### src/rtl/assert_macros.svh
// Assertion macros shared by the sampler RTL.
// No dependencies; included by files that carry concurrent checks.
`ifndef ASSERT_MACROS_SVH
`define ASSERT_MACROS_SVH

// Plain property, sampled on the rising clock, off during reset.
`define STS_ASSERT(label, clk, rst_n, prop, msg) \
  label: assert property (@(posedge clk) disable iff (!rst_n) (prop)) else $error(msg);

// Same-cycle implication, off during reset.
`define STS_ASSERT_IMPL(label, clk, rst_n, ante, cons, msg) \
  label: assert property (@(posedge clk) disable iff (!rst_n) (ante) |-> (cons)) \
    else $error(msg);

`endif

### src/rtl/sts_pkg.sv
// Package of the sparse ternary sampler: sizes, codes, structs.
// No dependencies; the interfaces and every RTL module import it.
package sts_pkg;

  // Largest vector size; a power of two of at least 128.
  localparam int MAX_SIZE   = 4096;
  localparam int POS_W      = $clog2(MAX_SIZE);
  // Bitmap is kept as rows; at most 256 rows so each row gets a valid flop.
  localparam int COL_W      = (POS_W > 14) ? (POS_W - 8) : 6;
  localparam int ROW_W      = 2 ** COL_W;
  localparam int ROW_AW     = POS_W - COL_W;
  localparam int ROWS       = 2 ** ROW_AW;

  localparam int SIZE_W     = 13;
  localparam int CNT_W      = 13;
  localparam int WORD_W     = 64;
  localparam int COEF_W     = 64;
  localparam int POSITION_W = 12;
  localparam int CFG_IDX_W  = 2;

  localparam logic [SIZE_W-1:0] SIZE_RST    = 13'd4096;
  localparam logic [CNT_W-1:0]  WEIGHT_RST  = 13'd64;
  localparam logic [COEF_W-1:0] MODULUS_RST = 64'd65537;

  // Command queue between front and back, result queue at the output.
  localparam int QDEPTH    = 4;
  localparam int QAW       = $clog2(QDEPTH);
  localparam int OUT_DEPTH = 4;
  localparam int OAW       = $clog2(OUT_DEPTH);

  typedef enum logic [CFG_IDX_W-1:0] {
    CFG_SIZE    = 2'd0,
    CFG_WEIGHT  = 2'd1,
    CFG_MODULUS = 2'd2
  } cfg_idx_e;

  typedef enum logic {
    REQ_START = 1'b0,
    REQ_WORD  = 1'b1
  } req_type_e;

  typedef struct packed {
    logic [SIZE_W-1:0] size_in_use;
    logic [CNT_W-1:0]  weight;
    logic [COEF_W-1:0] modulus;
  } cfg_t;

  typedef struct packed {
    req_type_e        req;
    logic [POS_W-1:0] pos;
  } cmd_t;

  typedef struct packed {
    logic [POSITION_W-1:0] position;
    logic [COEF_W-1:0]     coefficient;
    logic                  accepted;
    logic                  last;
  } rsp_t;

  // Queue status seen by the front end and the top-level checks.
  typedef struct packed {
    logic push;
    logic full;
  } q_stat_t;

endpackage

### src/rtl/sts_if.sv
// Handshake channels of the sampler: request, result and register write.
// Depends on sts_pkg.
interface sts_in_if;
  import sts_pkg::*;
  logic              valid;
  logic              ready;
  logic              req_type;
  logic [WORD_W-1:0] random_word;
  modport source (output valid, req_type, random_word, input ready);
  modport sink   (input valid, req_type, random_word, output ready);
endinterface


### src/rtl/sts_front.sv
// Front end: takes request words, scales random words to a position.
// Depends on sts_pkg and sts_if; feeds sts_queue.
module sts_front (
  input  logic          clk_i,
  input  logic          rst_ni,
  sts_in_if.sink        req_i,
  input  sts_pkg::cfg_t cfg_i,
  input  logic          full_i,
  output logic          push_o,
  output sts_pkg::cmd_t cmd_o
);
  import sts_pkg::*;

  localparam int PROD_W = 32 + SIZE_W;
  localparam int P_W    = PROD_W - 31;

  logic              s1_vld_q, s1_vld_d;
  req_type_e         s1_req_q;
  logic [PROD_W-1:0] prod_lo_q, prod_hi_q;
  logic [SIZE_W-1:0] size_q;
  logic [SIZE_W-1:0] size_eff;
  logic              take;
  logic [PROD_W:0]   sum;
  logic [P_W-1:0]    p;

  assign req_i.ready = !s1_vld_q || !full_i;
  assign take        = req_i.valid && req_i.ready;
  assign push_o      = s1_vld_q;

  // saturate the size register to the bitmap size
  always_comb begin
    size_eff = cfg_i.size_in_use;
    if (32'(cfg_i.size_in_use) > MAX_SIZE) begin
      size_eff = SIZE_W'(MAX_SIZE);
    end
  end

  // round(word * size / 2^64) from the two registered partial products
  always_comb begin
    sum = {1'b0, prod_hi_q} + (PROD_W+1)'(prod_lo_q >> 32) + (PROD_W+1)'(33'h0_8000_0000);
    p   = sum[PROD_W:32];
    cmd_o.req = s1_req_q;
    cmd_o.pos = '0;
    if (p < P_W'(size_q)) begin
      cmd_o.pos = POS_W'(p);
    end
  end

  always_comb begin
    s1_vld_d = s1_vld_q;
    if (take) begin
      s1_vld_d = 1'b1;
    end else if (s1_vld_q && !full_i) begin
      s1_vld_d = 1'b0;
    end
  end

  always_ff @(posedge clk_i or negedge rst_ni) begin
    if (!rst_ni) begin
      s1_vld_q <= 1'b0;
    end else begin
      s1_vld_q <= s1_vld_d;
    end
  end

  always_ff @(posedge clk_i) begin
    if (take) begin
      s1_req_q  <= req_type_e'(req_i.req_type);
      prod_lo_q <= PROD_W'(req_i.random_word[31:0]) * PROD_W'(size_eff);
      prod_hi_q <= PROD_W'(req_i.random_word[63:32]) * PROD_W'(size_eff);
      size_q    <= size_eff;
    end
  end

endmodule

### src/flat_wrapper.sv
// flat-port wrapper written by rule: the top's interface ports become plain ports
module sts_front_flat import sts_pkg::*;
  (clk_i, rst_ni, cfg_i, full_i, push_o, cmd_o, req_i_valid, req_i_req_type, req_i_random_word, req_i_ready);
  sts_in_if req_i_i ();
  input  logic clk_i;
  input  logic rst_ni;
  input  sts_pkg::cfg_t cfg_i;
  input  logic full_i;
  output logic push_o;
  output sts_pkg::cmd_t cmd_o;
  input wire logic [$bits(req_i_i.valid)-1:0] req_i_valid;
  input wire logic [$bits(req_i_i.req_type)-1:0] req_i_req_type;
  input wire logic [$bits(req_i_i.random_word)-1:0] req_i_random_word;
  output wire logic [$bits(req_i_i.ready)-1:0] req_i_ready;
  assign req_i_i.valid = req_i_valid;
  assign req_i_i.req_type = req_i_req_type;
  assign req_i_i.random_word = req_i_random_word;
  assign req_i_ready = req_i_i.ready;
  sts_front u_core (.clk_i(clk_i), .rst_ni(rst_ni), .req_i(req_i_i), .cfg_i(cfg_i), .full_i(full_i), .push_o(push_o), .cmd_o(cmd_o));
endmodule
### config.mk
export PLATFORM = sky130hd
export DESIGN_NAME = sts_front_flat
export DESIGN_NICKNAME = d
export VERILOG_FILES = /design/src/rtl/assert_macros.svh /design/src/rtl/sts_pkg.sv /design/src/rtl/sts_if.sv /design/src/rtl/sts_front.sv /design/src/flat_wrapper.sv
export SDC_FILE = /design/constraint.sdc
export NUM_CORES = 2
export LEC_CHECK = 0
export BUFFER_PORTS_ARGS = -buffer_cell sky130_fd_sc_hd__buf_2
export CORE_MARGIN = 3
export CORE_UTILIZATION = 65
export CTS_CLUSTER_SIZE = 40
export DETAILED_ROUTE_END_ITERATION = 12
export PLACE_DENSITY = 0.93
export SYNTH_ARGS = -nofsm -noshare
export SYNTH_HDL_FRONTEND = slang
export SYNTH_SLANG_ARGS = --single-unit
### constraint.sdc
create_clock -name clk_i -period 5 [get_ports clk_i]
set_input_delay 0 -clock clk_i [delete_from_list [all_inputs] [get_ports clk_i]]
set_output_delay 0 -clock clk_i [all_outputs]
set_load 0.005 [all_outputs]
==> qor.txt, run 1 <==
Cell count after synthesis -> 3289
CTS H-tree lvls -> 3
Placed Area -> 0.03300 mm^2
GRT overflow -> 12
Post-synth ARST share -> 1.370%
Halt Stage -> global routing
IO Port Bufs -> 96
Status -> did not finish
Share of the synthesized area in the top cell type -> 45.63%
Starting Density -> 66.39%
Total GRT Usage -> 65.68%
Sequential share of the synthesized area -> 7.564%
Syn Area/Cell -> 8.791 um^2
Vias in the first global route -> 35900
CTS sink cnt -> 73
Die Y-Extent -> 216.9 um
Number of flops mapped to enable cells by yosys -> 72
Tool error -> [ERROR GRT-0116] Global routing finished with congestion. Check the congestion regions in the DRC Viewer.
Top_reg_cell synth -> edfxtp_1
Post-DP HPWL -> 74050 um
Mapped Nets -> 4307
Number of cells after detailed placement -> 4182
Global-route wire length before repair -> 224000 um
Synth unique cells -> 71
Synth Warn # -> 0
Post-synthesis register bit count -> 73
Cell taking the most area after synthesis -> fa_1
GP Congestion -> 0.9711
I/O pin cnt -> 174
Root buffer cell -> clkbuf_16
Clock Tree Buf Depth -> 2
Synth top area cells -> fa_1 (46%), inv_1 (11%), ha_1 (8.7%)
Largest net degree at the start of global routing -> 38
Cts bufs inserted -> 9
Die Span X -> 216.9 um
Mapped cell area -> 0.02892 mm^2
Row cnt -> 76
-- Yosys cell counts, drive strengths merged, types with 4 or more instances --
library cell and count:
a211o 5, a211oi 4, a21o 63, a21oi 61, a221o 5, a311o 4
a311oi 4, a31o 6, a31oi 11, and2 312, and3 12, and4 4
clkbuf 169, edfxtp 72, fa 659, ha 200, inv 830, nand2 569
nand2b 9, nand3 20, nand4 18, nor2 39, nor2b 31, nor3 18
nor4 6, o211ai 4, o21a 8, o21ai 33, o21bai 5, o31ai 7
or2 4, or3 4, xnor2 34, xor2 24
-- per-layer routing --
| metal | track usage, % | GRT overflow |
|---|---|---|
| met1 | 63.08 | 0 |
| met2 | 79.37 | 4 |
| met3 | 57.33 | 0 |
| met4 | 64.51 | 8 |
| met5 | 27.08 | 0 |
-- cells by family after synthesis --
group | share of synthesized area (%)
and+or+nand+nor | 17.54
buffers and inverters | 13.03
adders and majority gates | 54.28
AOI/OAI and AO/OA | 5.829
DFF | 7.564
xor gates and xnor gates | 1.757
-- stage by stage --
| stage | setup TNS [ns] | hold WS, ns | worst slack, ns | utilization [%] |
|---|---|---|---|---|
| after floorplan | -5.599 | -0.2956 | -0.4904 | - |
| after global placement | -24.49 | -0.2257 | -0.8990 | 75.77 |
| after detailed placement | -35.73 | -0.2244 | -1.209 | 75.77 |
| after CTS | -10.78 | 0.1829 | -0.5039 | 81.28 |
-- repair_timing --
item,4_1_cts
gates cloned,11
hold endpoints to repair,3
endpoints found under the setup margin,39
hold buffers,5
buffers inserted,78
resized for setup,235
pin swaps,142
==> inputs of run 2 (changes only) <==
Settings changed: CORE_UTILIZATION 65 to 40, CTS_CLUSTER_SIZE 40 to default, PLACE_DENSITY 0.93 to default, PLACE_DENSITY_LB_ADDON from default to 0.15.
==> qor.txt, run 2 <==
Clock Tree Buf Depth -> 2
GR Util met1 -> 29.87%
Worst slew margin -> 32.57%
Post-synth ARST share -> 1.370%
Vias in the first global route -> 26790
First DRT Iteration DRCs -> 1149
Clock skew -> 0.007225 ns
Post-Synth XOR/XNOR Area -> 1.757%
Synth cell count leaders -> inv_1 (830), fa_1 (659), nand2_1 (569)
NumNets Final -> 4770
Cell count after synthesis -> 3289
Die area -> 0.07555 mm^2
Tmin final -> 5.553 ns
Status -> finished with violations
Fin Setup TNS -> -12.82 ns
Post-synthesis register bit count -> 73
Met2 GRT Util -> 42.49%
Starting Density -> 40.80%
Fraction of the mapped netlist area in adder cells -> 54.28%
RSZ-0062 raised after global routing -> true
Die Y-Extent -> 274.9 um
Post-route antenna net violation count -> 0
Crit path launch type -> input pin
Slew of the pin with the lowest slew margin -> 1.011 ns
Peak supply drop -> 377.8 uV
Row cnt -> 97
Most common cell after layout, fill and taps aside -> inv_1
Endpoints failing setup -> 37
Worst hold path class -> input pin to register
Crit-path max FO -> 7
Share of the synthesized area in the top cell type -> 45.63%
Drt drc -> 0
Cell taking the most area after synthesis -> fa_1
Sequential Area -> 0.002187 mm^2
Clock transition at path regs -> 0.06 ns
Critical Path RT -> 5.10 ns
Root buffer cell -> clkbuf_16
Simple-gate share of the synthesized area -> 17.54%
Pre-CTS setup slack -> -1.268 ns
Power Density -> 454.5 mW/mm^2
GP Congestion -> 0.8705
Critical path class -> input pin to register
Main combinational cell family by area after synthesis -> adder cells
Mapped Nets -> 4307
Compound-Gate Fraction of Synth Area -> 5.829%
Area grow syn2layout -> 27.18%
Die Span X -> 274.9 um
Final Hold Vio Count -> 0
IO Port Bufs -> 96
Gr busiest metal -> met2
Global-route wire length before repair -> 139700 um
Synth top area cells -> fa_1 (46%), inv_1 (11%), ha_1 (8.7%)
Area occupied by multi-input gates -> 0.02430 mm^2
Clock latency on the worst-skew pair -> 0.36 ns
CTS H-tree lvls -> 3
Final worst slack -> -0.5525 ns
Most frequent cells in the layout -> inv_1 (800), fa_1 (634), nand2_1 (548)
Final wirelength -> 84550 um
Synth Warn # -> 0
Leakage power -> 18.80 nW
Top Registers -> u_core.prod_hi_q (45), u_core.prod_lo_q (13), u_core.size_q (13)
Fmax -> 0.1801 GHz
Final core occ -> 51.88%
Max Cap Viol -> 0
Mux cell area share after synthesis -> 0%
CTS tree -> done
CORE AREA -> 0.07088 mm^2
Mapped cell area -> 0.02892 mm^2
Syn Area/Cell -> 8.791 um^2
CTS sink cnt -> 73
Most flop-heavy register -> u_core.prod_hi_q
Top-count cell post-synth -> inv_1
Top_reg_cell synth -> edfxtp_1
Max reg flops -> 45
Sequential share of the synthesized area -> 7.564%
Reg2reg setup slack -> 3.29 ns
CP endpoint kind -> register
Cts bufs inserted -> 9
Via density -> 4.914
Total GRT Usage -> 23.40%
Synth unique cells -> 71
Initial antenna violation count -> 6
Post-DP HPWL -> 67730 um
Period utilization -> 111.1%
Drt wl/cell -> 17.99 um
Arrival time at the worst endpoint -> 5.65 ns
Failing checks -> setup timing
Detailed Routing Iterations Pass 1 -> 5
I/O pin cnt -> 174
Vias -> 23090
Number of flops mapped to enable cells by yosys -> 72
Largest net degree at the start of global routing -> 73
M3 GR Usage -> 2.355%
Share of cells above drive strength 1 -> 23.66%
GRT overflow -> 0
# fillers -> 6709
Final Max Tran Viols -> 0
run 2: cell counts after synthesis:
Identical to the previous run, type by type.
run 2: routing by layer:
metal  wire length, um  vias to the layer above
met3              3950                      121
met4              1978                        8
met2             43480                      538
li1                  -                    10590
met5                47                        -
met1             35090                    11840
run 2: final timing paths:
check,start,end,cells past startpoint
min reg2reg,u_core.push_o,u_core.push_o,3
max reg2reg,u_core.push_o,u_core.prod_hi_q[6],2
max,cfg_i[89],u_core.prod_lo_q[44],24
min in group asynchronous,rst_ni,u_core.push_o,3
min,req_i_random_word[32],u_core.prod_hi_q[0],3
max in group asynchronous,rst_ni,u_core.push_o,3
run 2: report_power, final:
group | switching, mW | total [mW] | internal, mW | leakage [nW]
Combinational | 7.51 | 14.7 | 7.23 | 17.9
Clock | 0.295 | 0.692 | 0.397 | 0.147
Sequential | 0.0950 | 1.28 | 1.18 | 0.704
run 2: logic make-up (layout without fill, tap and decap cells):
group,after synthesis,in the layout
XOR/XNOR,58,58
buffers and inverters,1001,1468
flip-flops,73,73
adder cells (fa/ha/maj),859,859
AO/OA/AOI/OAI,244,245
other,0,3
AND/OR/NAND/NOR,1054,1054
run 2: per-stage QoR:
step	std cells	total power [mW]	hold WS [ns]	area [um^2]
2_1_floorplan	3289	8.925	-0.2956	29460
3_3_place_gp	4567	13.86	-0.2258	33780
3_5_place_dp	4567	13.98	-0.2237	33780
4_1_cts	4660	15.89	0.2345	35750
5_1_grt	4698	18.48	0.2603	36770
6_report	4700	16.71	0.2590	36770
run 2: layout make-up:
| cell class | instances | area share, % |
|---|---|---|
| multi-input combinational | 2216 | 66.08 |
| timing repair buffer | 622 | 15.44 |
| inverter | 830 | 8.472 |
| sequential | 73 | 5.947 |
| tap | 940 | 3.198 |
| clock buffer | 9 | 0.6124 |
| clock inverter | 7 | 0.2314 |
| antenna | 3 | 0.02041 |
run 2: what timing repair did:
item	in CTS	in global routing
pin swaps	90	143
cloned	10	3
endpoints found under the hold margin	3	0
gates resized for setup	164	175
hold buffers	5	0
endpoints found under the setup margin	44	55
buffers inserted	63	37
run 2: worst max-delay path, stage by stage:
cell and delay (ns):
buf_12 0.12, buf_12 0.12, nor2b_4 0.19, buf_12 0.13
bufbuf_16 0.26, and2_1 0.14, fa_1 0.42, inv_1 0.08
fa_1 0.41, inv_1 0.09, fa_1 0.44, fa_1 0.56
inv_1 0.06, fa_1 0.47, inv_1 0.07, ha_4 0.29
nand4_1 0.15, nor3_4 0.36, o311ai_4 0.22, a31oi_4 0.29
o21ai_4 0.13, o21ai_4 0.21, a311oi_2 0.11, a311o_2 0.32
Power figures use the tool's default switching activity.
