**src/rtl/assert_macros.svh**
```systemverilog
// Assertion macros shared by the sampler RTL.
// No dependencies; included by files that carry concurrent checks.
`ifndef ASSERT_MACROS_SVH
`define ASSERT_MACROS_SVH

// Plain property, sampled on the rising clock, off during reset.
`define STS_ASSERT(label, clk, rst_n, prop, msg) \
  label: assert property (@(posedge clk) disable iff (!rst_n) (prop)) else $error(msg);

// Same-cycle implication, off during reset.
`define STS_ASSERT_IMPL(label, clk, rst_n, ante, cons, msg) \
  label: assert property (@(posedge clk) disable iff (!rst_n) (ante) |-> (cons)) \
    else $error(msg);

`endif

```
**src/rtl/sts_pkg.sv**
```systemverilog
// Package of the sparse ternary sampler: sizes, codes, structs.
// No dependencies; the interfaces and every RTL module import it.
package sts_pkg;

  // Largest vector size; a power of two of at least 128.
  localparam int MAX_SIZE   = 4096;
  localparam int POS_W      = $clog2(MAX_SIZE);
  // Bitmap is kept as rows; at most 256 rows so each row gets a valid flop.
  localparam int COL_W      = (POS_W > 14) ? (POS_W - 8) : 6;
  localparam int ROW_W      = 2 ** COL_W;
  localparam int ROW_AW     = POS_W - COL_W;
  localparam int ROWS       = 2 ** ROW_AW;

  localparam int SIZE_W     = 13;
  localparam int CNT_W      = 13;
  localparam int WORD_W     = 64;
  localparam int COEF_W     = 64;
  localparam int POSITION_W = 12;
  localparam int CFG_IDX_W  = 2;

  localparam logic [SIZE_W-1:0] SIZE_RST    = 13'd4096;
  localparam logic [CNT_W-1:0]  WEIGHT_RST  = 13'd64;
  localparam logic [COEF_W-1:0] MODULUS_RST = 64'd65537;

  // Command queue between front and back, result queue at the output.
  localparam int QDEPTH    = 4;
  localparam int QAW       = $clog2(QDEPTH);
  localparam int OUT_DEPTH = 4;
  localparam int OAW       = $clog2(OUT_DEPTH);

  typedef enum logic [CFG_IDX_W-1:0] {
    CFG_SIZE    = 2'd0,
    CFG_WEIGHT  = 2'd1,
    CFG_MODULUS = 2'd2
  } cfg_idx_e;

  typedef enum logic {
    REQ_START = 1'b0,
    REQ_WORD  = 1'b1
  } req_type_e;

  typedef struct packed {
    logic [SIZE_W-1:0] size_in_use;
    logic [CNT_W-1:0]  weight;
    logic [COEF_W-1:0] modulus;
  } cfg_t;

  typedef struct packed {
    req_type_e        req;
    logic [POS_W-1:0] pos;
  } cmd_t;

  typedef struct packed {
    logic [POSITION_W-1:0] position;
    logic [COEF_W-1:0]     coefficient;
    logic                  accepted;
    logic                  last;
  } rsp_t;

  // Queue status seen by the front end and the top-level checks.
  typedef struct packed {
    logic push;
    logic full;
  } q_stat_t;

endpackage

```
**src/rtl/sts_queue.sv**
```systemverilog
// Short command queue between front end and back end.
// Depends on sts_pkg.
module sts_queue (
  input  logic            clk_i,
  input  logic            rst_ni,
  input  logic            push_i,
  input  sts_pkg::cmd_t   cmd_i,
  output sts_pkg::q_stat_t stat_o,
  output logic            vld_o,
  output sts_pkg::cmd_t   cmd_o,
  input  logic            pop_i
);
  import sts_pkg::*;

  cmd_t           ent_q [QDEPTH];
  logic [QAW-1:0] wr_ptr_q, rd_ptr_q;
  logic [QAW:0]   cnt_q, cnt_d;
  logic           do_push, do_pop;

  assign stat_o.full = (cnt_q == (QAW+1)'(QDEPTH));
  assign stat_o.push = push_i;
  assign vld_o       = (cnt_q != '0);
  assign cmd_o       = ent_q[rd_ptr_q];
  assign do_push     = push_i && !stat_o.full;
  assign do_pop      = pop_i && vld_o;

  always_comb begin
    cnt_d = cnt_q + (QAW+1)'(do_push) - (QAW+1)'(do_pop);
  end

  always_ff @(posedge clk_i or negedge rst_ni) begin
    if (!rst_ni) begin
      wr_ptr_q <= '0;
      rd_ptr_q <= '0;
      cnt_q    <= '0;
    end else begin
      cnt_q <= cnt_d;
      if (do_push) begin
        wr_ptr_q <= wr_ptr_q + QAW'(1);
      end
      if (do_pop) begin
        rd_ptr_q <= rd_ptr_q + QAW'(1);
      end
    end
  end

  always_ff @(posedge clk_i) begin
    if (do_push) begin
      ent_q[wr_ptr_q] <= cmd_i;
    end
  end

endmodule

```
**config.mk**
```make
export PLATFORM = sky130hd
export DESIGN_NAME = sts_queue
export DESIGN_NICKNAME = d
export VERILOG_FILES = /design/src/rtl/assert_macros.svh /design/src/rtl/sts_pkg.sv /design/src/rtl/sts_queue.sv
export SDC_FILE = /design/constraint.sdc
export NUM_CORES = 1
export LEC_CHECK = 0
export ABC_CLOCK_PERIOD_IN_PS = 3100
export BUFFER_PORTS_ARGS = -buffer_cell sky130_fd_sc_hd__clkbuf_2
export CORE_UTILIZATION = 60
export DETAILED_ROUTE_END_ITERATION = 12
export GPL_TIMING_DRIVEN = 1
export PLACE_DENSITY = 0.94
export SETUP_SLACK_MARGIN = 0.5
export SYNTH_ARGS = -nofsm -noshare
export SYNTH_HDL_FRONTEND = slang
export SYNTH_SLANG_ARGS = --single-unit
```
**constraint.sdc**
```tcl
create_clock -name clk_i -period 3.1 [get_ports clk_i]
set_input_delay 0.155 -clock clk_i [delete_from_list [all_inputs] [get_ports clk_i]]
set_output_delay 0.155 -clock clk_i [all_outputs]
set_load 0.05 [all_outputs]
```
# ---- After elaboration in Yosys (flattened, before gate mapping)
# Memory sizes are Yosys's and may differ from the RTL's.
# Index checks and enable logic that the tools add are counted.
dict set report totals {
  ramBits 52
  output_inout_bits 16
  input_bits 17
  mem_count 1
  register_bits 7
  wordCells 15
}
dict set report classes {
  eq_ne 1
  add_sub_neg 4
  n_mux 2
  n_reduce_logical 4
}
# memory depth width read_ports rd_ports_with_merged_regs wr line_no
set mem_list {}
lappend mem_list {ent_q 4 13 1 0 1 sts_queue.sv:15} ;# cmd_t ent_q [QDEPTH];
# cell count
set op_table {}
lappend op_table {{$add 2x1->2 const B} 2}
lappend op_table {{$add 3x1->3} 1}
lappend op_table {{$eq 3x3->1 const B} 1}
lappend op_table {{$reduce_bool 3->1} 1}
lappend op_table {{$sub 3x1->3} 1}
lappend op_table {{$logic_and 1x1->1} 2}
lappend op_table {{$mux 1} 2}
lappend op_table {{$logic_not 1->1} 1}

# ---- Logic depth before layout (Yosys ltp)
# Gate-level depths: netlist of run 1.
dict set report logic_depth {
  depth_word 5
  mapped_depth 9
  depth_no_buf 9
}

# ---- Worst setup path after synthesis of run 1
# Ideal clock, no wire load.
dict set report synth_timing {
  path_kind {register to register}
  from {register cnt_q[1]}
  to {register cnt_q[2]}
  arrival_time_ps 2323
  setup_ps 131
  required_time_ps 2969
  path_buffers 0
  setup_slack_ps 647
  period_less_slack_ps 2453
  stages_incl_launch_ff 10
  cell_sequence {dfrtp_1 > nor3b_4 > nand2b_1 > ha_1 > inv_1 > ha_1 > inv_1 > fa_1 > xnor2_1 > xnor2_1}
}
# item line_no
set synth_rtl {}
lappend synth_rtl {{from (decl)} sts_queue.sv:17} ;# logic [QAW:0] cnt_q, cnt_d;
lappend synth_rtl {{from (signal assigned)} sts_queue.sv:37} ;# cnt_q <= cnt_d;

==> results of run 1 <==
## cells in the mapped netlist (2+ instances only)
cell type and instances:
nand4bb_1 2, dfrtp_1 7, inv_1 5, edfxtp_1 52
and3b_1 4, xnor2_1 3, mux4_2 8, o211ai_1 2
ha_1 6, nand2b_1 4, mux4_1 5
## kinds of logic after synthesis
| group | Yosys count |
|---|---|
| flip-flops | 59 |
| multiplexers | 13 |
| AND/OR/NAND/NOR | 13 |
| buffers and inverters | 9 |
| adder cells (fa/ha/maj) | 7 |
| AO/OA/AOI/OAI | 4 |
| XOR/XNOR | 4 |
## placed cells by master (no fill, tap or decap)
cell type / netlist / routed
and3b_1: 4 / 4
clkbuf_2: 0 / 32
clkbuf_8: 0 / 9
clkinv_1: 0 / 2
clkinv_2: 0 / 4
clkinvlp_4: 0 / 1
dfrtp_1: 7 / 7
dlygate4sd3_1: 0 / 1
edfxtp_1: 52 / 52
fa_1: 1 / 1
ha_1: 6 / 6
inv_1: 5 / 5
mux4_1: 5 / 5
mux4_2: 8 / 8
nand2_1: 1 / 1
nand2b_1: 4 / 4
nand4bb_1: 2 / 2
nor3b_4: 1 / 1
o211ai_1: 2 / 2
o311ai_0: 1 / 1
o31a_1: 1 / 1
or3_1: 1 / 1
xnor2_1: 3 / 3
xor2_1: 1 / 1
## worst min-delay path by stage
stage / slack [ns] / depth (start not counted) / to / start
after floorplan: -0.14 / 0 / cnt_q[0] / rst_ni
after global placement: -0.004 / 1 / wr_ptr_q[1] / rst_ni
after detailed placement: 0.004 / 1 / cnt_q[1] / rst_ni
after CTS: 0.04 / 1 / ent_q[3][0] / cmd_i[0]
after global routing: 0.04 / 1 / ent_q[3][0] / cmd_i[0]
final: 0.05 / 1 / ent_q[3][0] / cmd_i[0]
## worst max-delay path, delay by kind of cell, from the launching register on
family,cells,cell delay [ns]
buffers and inverters,1,0.26
DFF,1,0.91
muxes,1,0.68
## metal layers
| metal | routed length, um | global-route usage | part of all wire |
|---|---|---|---|
| met5 | 0 | 0 | 0 |
| met3 | 207 | 0.0651 | 0.052 |
| met2 | 2030 | 0.339 | 0.51 |
| met4 | 40 | 0.106 | 0.010 |
| met1 | 1670 | 0.281 | 0.42 |
## per-stage QoR
step           cells  hold slack, ns  setup WS (ns)  utilization  instance area, um^2
6_report         202          0.0546          0.772        0.729                 2730
4_1_cts          202          0.0386          0.732        0.729                 2730
3_5_place_dp     185         0.00412          0.844        0.684                 2560
3_3_place_gp     185        -0.00382          0.987        0.684                 2560
2_1_floorplan    109          -0.141          0.647            -                 2380
5_1_grt          202          0.0391          0.636        0.729                 2730
## cell type report
| type | instances | area share |
|---|---|---|
| multi-input cells | 41 | 0.214 |
| clock inverters | 7 | 0.0128 |
| clock buffers | 9 | 0.0454 |
| repair buffers | 33 | 0.0623 |
| flip-flops and latches | 59 | 0.636 |
| well taps | 48 | 0.0220 |
| inverters | 5 | 0.00687 |
## flip-flops by register name (all words and copies together), names as in the netlist
name      flops
ent_q        52
cnt_q         3
rd_ptr_q      2
wr_ptr_q      2
## power by group through the flow
stage | clock network (uW) | registers (uW) | logic, uW
after floorplan | 0 | 1150 | 984
after global placement | 0 | 1240 | 1050
after detailed placement | 0 | 1270 | 1090
after CTS | 561 | 1260 | 1100
after global routing | 593 | 1290 | 1150
final | 551 | 1260 | 1090
==> impl_metrics.toml, run 1 <==
[final_layout]
drive_gt1_frac = 0.357
n_antenna_cell = 0
nNetsFinal = 173
area_growth_pct = 14.5
regArea_mm2 = 0.00174
multi_input_area_um2 = 586
nFillCells = 246

[synth]
yosysSeqAreaShare = 0.728
synth.area.top_cells = "edfxtp_1, mux4_2, dfrtp_1"
synthMuxAreaShare = 0.131
synth-simple-area-share = 0.0467
synth_top_cell_by_area = "edfxtp_1"
synth-compound-area-share = 0.0136
ys_seq_elements = 59
synth_top_cell_area_share = 0.655
synth_ff_type = "edfxtp_1"
syn_nets = 133
postSynth.asyncResetShare = 0.119
ys_warn_count = 0
ys_types = 22
avgSynthCellArea_um2 = 21.9
synthAdderAreaFrac = 0.0399
synth_cells = 109
yosys.area_share.xor_xnor = 0.0147
synth_area_mm2 = 0.00238
synth_top_family_by_area = "multiplexers"
synth_edf_count = 52

[run]
maxCapViolCount = 0

[floorplanning]
num_io_pins = 33
core_area_mm2 = 0.00374
die_h_um = 65.0
dieArea_mm2 = 0.00423
fp.dieW_um = 65.0
rows = 22
start_util = 0.637

[route]
drt_iter0_markers = 69
drcViolationCount = 0
routed_wl_mm = 3.95
avgRoutedWirePerCell_um = 19.6
num_vias = 1172
postRouteAntennaNets = 0
viasPerCell = 5.80
drtPass1Iterations = 5

[cts]
cts.repair.resized = 0
cts_buffers = 9
cts_sinks = 59
insertion_delay_ns = 0.32
post_cts_buffers = 0
cts_tree = "yes"
cts_max_path_buffers = 2
hold_buffers = 1
htree_levels = 3
clk_pin_slew_ns = 0.07
cts-root-buf = "clkbuf_8"

[sta]
layout_min_cycle_time_ns = 2.33
slew_headroom = 0.421
report.final.slew_viol_count = 0
rsz0062_at_grt = "no"
setup_viol = 0
tns_ns = 0
fin_crit_sh = 0.751
hold_violations = 0
worst_pin_slew_ns = 0.869
fin_worst_skew_ns = 0.0101
max_freq_mhz = 430

[power_and_ir_drop]
p_sw_uw = 1170
power_frac_clock = 0.190
power_frac_seq = 0.435
ir_drop_mv = 0.640
finalPower_uw = 2900
p_comb_frac = 0.375
pwr_density_cell_mw_per_mm2 = 1060
internal-power_uw = 1720
leakagePower_uw = 0.00102
p_sw_frac = 0.405

[global_routing]
grtUsageTotal = 0.217
grt_overflow = 0
grt_pass1_wl_mm = 6.24
antenna_found_initial = 0
grt_pass1_vias = 1238
grt_start_max_net_pins = 16

[critical_path]
worstRegToRegCells = 9
arrival_ns = 2.17
path_cells = "mux4_1 -> clkbuf_2"
rr_startpoint = "cnt_q[1]"
crit_path_top_delay_cell = "dfrtp_1"
worstSetupStartpoint = "rd_ptr_q[0]"
path_class = "flop to output port"
critPathRequiredTime_ns = 2.94
critPathMaxFanout = 15
ff2ff_setup_slack_ns = 0.82
critPathCaptureType = "output port"
start_kind = "flop"
max_stage_delay_ns = 0.91
cp-endpoint = "cmd_o[0]"
rr_endpoint = "cnt_q[2]"

[run_status]
status = "complete, no violations"

[worst_hold_path]
holdCritPathClass = "primary input to flop"

[place]
dp_hpwl_mm = 2.50
place.gp.congestion = 0.685
portBuffers = 32
(Power assumes the default switching activity.)
==> run 2: changes to the inputs <==
--- a/config.mk
+++ b/config.mk
@@ -5,12 +5,12 @@
 export SDC_FILE = /design/constraint.sdc
 export NUM_CORES = 1
 export LEC_CHECK = 0
-export ABC_CLOCK_PERIOD_IN_PS = 3100
+export ABC_CLOCK_PERIOD_IN_PS = 2000
 export BUFFER_PORTS_ARGS = -buffer_cell sky130_fd_sc_hd__clkbuf_2
-export CORE_UTILIZATION = 60
+export CORE_UTILIZATION = 50
 export DETAILED_ROUTE_END_ITERATION = 12
 export GPL_TIMING_DRIVEN = 1
-export PLACE_DENSITY = 0.94
+export PLACE_DENSITY = 0.85
 export SETUP_SLACK_MARGIN = 0.5
 export SYNTH_ARGS = -nofsm -noshare
 export SYNTH_HDL_FRONTEND = slang
==> constraint.sdc (replaced) <==
create_clock -name clk_i -period 2 [get_ports clk_i]
set_input_delay 0.1 -clock clk_i [delete_from_list [all_inputs] [get_ports clk_i]]
set_output_delay 0.1 -clock clk_i [all_outputs]
set_load 0.05 [all_outputs]
==> run 2 against run 1 <==
Effect of this change: the run now ends with DRC, setup timing left; clock skew fell by 0.0031 ns; non-clock buffer count rose by 35; die area rose by 19%; hold slack improved by 0.090 ns; global-route usage fell by 0.49 points; sequential power rose by 44%; wire length rose by 22%; via count rose by 12%; first-iteration DRC count rose by 78%; worst setup slack got worse by 0.83 ns; power rose by 98%.
==> impl_metrics.toml, run 2 (synthesized netlist as in run 1, its figures left out) <==
[run_status]
status = "complete, but fails checks"
violations = "DRC, setup timing"

[sta]
layout_min_cycle_time_ns = 2.06
layout_setup_ws_ns = -0.0586
timing.hold.ws_ns = 0.144
fin_worst_skew_ns = 0.00702
max_freq_mhz = 486
slew_headroom = 0.666
report.final.slew_viol_count = 0
worst_pin_slew_ns = 0.495
rsz0062_at_grt = "yes"
tns_ns = -0.0586
setup_viol = 1
fin_crit_sh = 1.03
hold_violations = 0

[critical_path]
crit_buf_inv = 2
critPathTopFamily = "adder cells"
path_class = "flop to flop"
critPathRequiredTime_ns = 2.23
critPathCaptureType = "flop"
crit_path_top_delay_cell = "dfrtp_2"
arrival_ns = 2.29
start_kind = "flop"
path_cells = "nor3b_4 -> nand2b_4 -> ha_4 -> inv_4 -> ha_4 -> inv_2 -> fa_2 -> xnor2_2 -> xnor2_1"
max_stage_delay_ns = 0.43
crit_top_cell = "ha_4"
critPathMaxFanout = 3

[global_routing]
antenna_found_initial = 0
grt_overflow = 0
grtUsageTotal = 0.212
grt_start_max_net_pins = 14
grt_pass1_wl_mm = 7.55
grt_pass1_vias = 1464

[final_layout]
top_register = "ent_q"
largest_register_ffs = 52
drive_gt1_frac = 0.508
mostFrequentLayoutCells = "edfxtp_1, clkbuf_2, dlygate4sd3_1, buf_8"
n_antenna_cell = 0
area_growth_pct = 38.6
nNetsFinal = 209
reg_top3 = "ent_q x52, cnt_q x3"
layout_commonest_cell = "edfxtp_1"

[floorplanning]
fp.dieW_um = 71.1
die_h_um = 71.1
core_area_mm2 = 0.00447
dieArea_mm2 = 0.00505
rows = 24
num_io_pins = 33
start_util = 0.533

[cts]
insertion_delay_ns = 0.33
cts-root-buf = "clkbuf_8"
cts_tree = "yes"
cts_sinks = 59
clk_pin_slew_ns = 0.07
cts_buffers = 9
htree_levels = 3
cts_max_path_buffers = 2

[run]
maxCapViolCount = 0

[route]
routed_wl_mm = 4.83
drtPass1Iterations = 8
num_vias = 1318
viasPerCell = 5.47
drcViolationCount = 4
avgRoutedWirePerCell_um = 20.0
drt_iter0_markers = 123
postRouteAntennaNets = 0

[place]
dp_hpwl_mm = 2.63
portBuffers = 32
place.gp.congestion = 0.713

[power_and_ir_drop]
leakagePower_uw = 0.00125
pwr_density_cell_mw_per_mm2 = 1740
finalPower_uw = 5740
ir_drop_mv = 0.932

[worst_hold_path]
holdCritPathClass = "primary input to flop"
run 2: cell types whose count changed in the layout (fill, tap and decap cells not counted), moves of 4 or more:
| cell | change |
|---|---|
| dlygate4sd3_1 | +13 |
| buf_4 | +13 |
| mux4_1 | -5 |
| and3b_2 | +4 |
| mux4_2 | +5 |
| buf_8 | +14 |
| buf_6 | +8 |
| and3b_1 | -4 |
| clkbuf_2 | -15 |
run 2: repair_timing:
item                       CTS  global route
hold endpoints to repair    59             0
resized for setup           56            19
setup endpoints to repair   69            69
hold buffers                14             0
pin swaps                    7             3
gates cloned                 2             0
buffers inserted             6             7
run 2: power breakdown:
group | leakage, uW | switching [uW] | internal (uW)
Clock | 0.0000882 | 445 | 559
Sequential | 0.000556 | 157 | 1660
Combinational | 0.000602 | 1500 | 1430
run 2: layer usage:
metal | routed length (um) | track usage | vias to the layer above
met5 | 0 | 0 | -
met4 | 108 | 0.109 | 0
met3 | 142 | 0.0584 | 10
met2 | 2580 | 0.357 | 36
met1 | 1990 | 0.253 | 680
li1 | - | - | 592
run 2: worst min-delay path: stages:
cell and delay, ns:
clkbuf_2 0.09, o311ai_0 0.14, xnor2_1 0.10
run 2: final timing paths:
kind	cells after the start	to	slack [ns]	start
max	9	cnt_q[2]	-0.06	cnt_q[0]
min	3	rd_ptr_q[1]	0.14	pop_i
max reg2reg	9	cnt_q[2]	-0.06	cnt_q[0]
min reg2reg	1	rd_ptr_q[1]	0.60	rd_ptr_q[1]
max in group asynchronous	2	cnt_q[1]	1.66	rst_ni
min in group asynchronous	2	rd_ptr_q[1]	0.15	rst_ni
run 2: final cells by class:
cell class / instances / area [um^2]
inverters: 5 / 21.3
well taps: 52 / 65.1
repair buffers: 68 / 673
flip-flops and latches: 59 / 1740
fillers: 242 / 1170
multi-input cells: 42 / 632
clock buffers: 11 / 131
clock inverters: 4 / 42.5
run 2: through the flow:
step | cell area [um^2] | std cells | utilization | setup slack, ns
final | 3310 | 241 | 0.739 | -0.0586
after global routing | 3310 | 241 | 0.739 | -0.0876
after CTS | 3220 | 234 | 0.719 | -0.0168
after detailed placement | 2640 | 197 | 0.589 | -0.0434
after global placement | 2640 | 197 | 0.589 | 0.0781
after floorplan | 2390 | 109 | - | -0.370
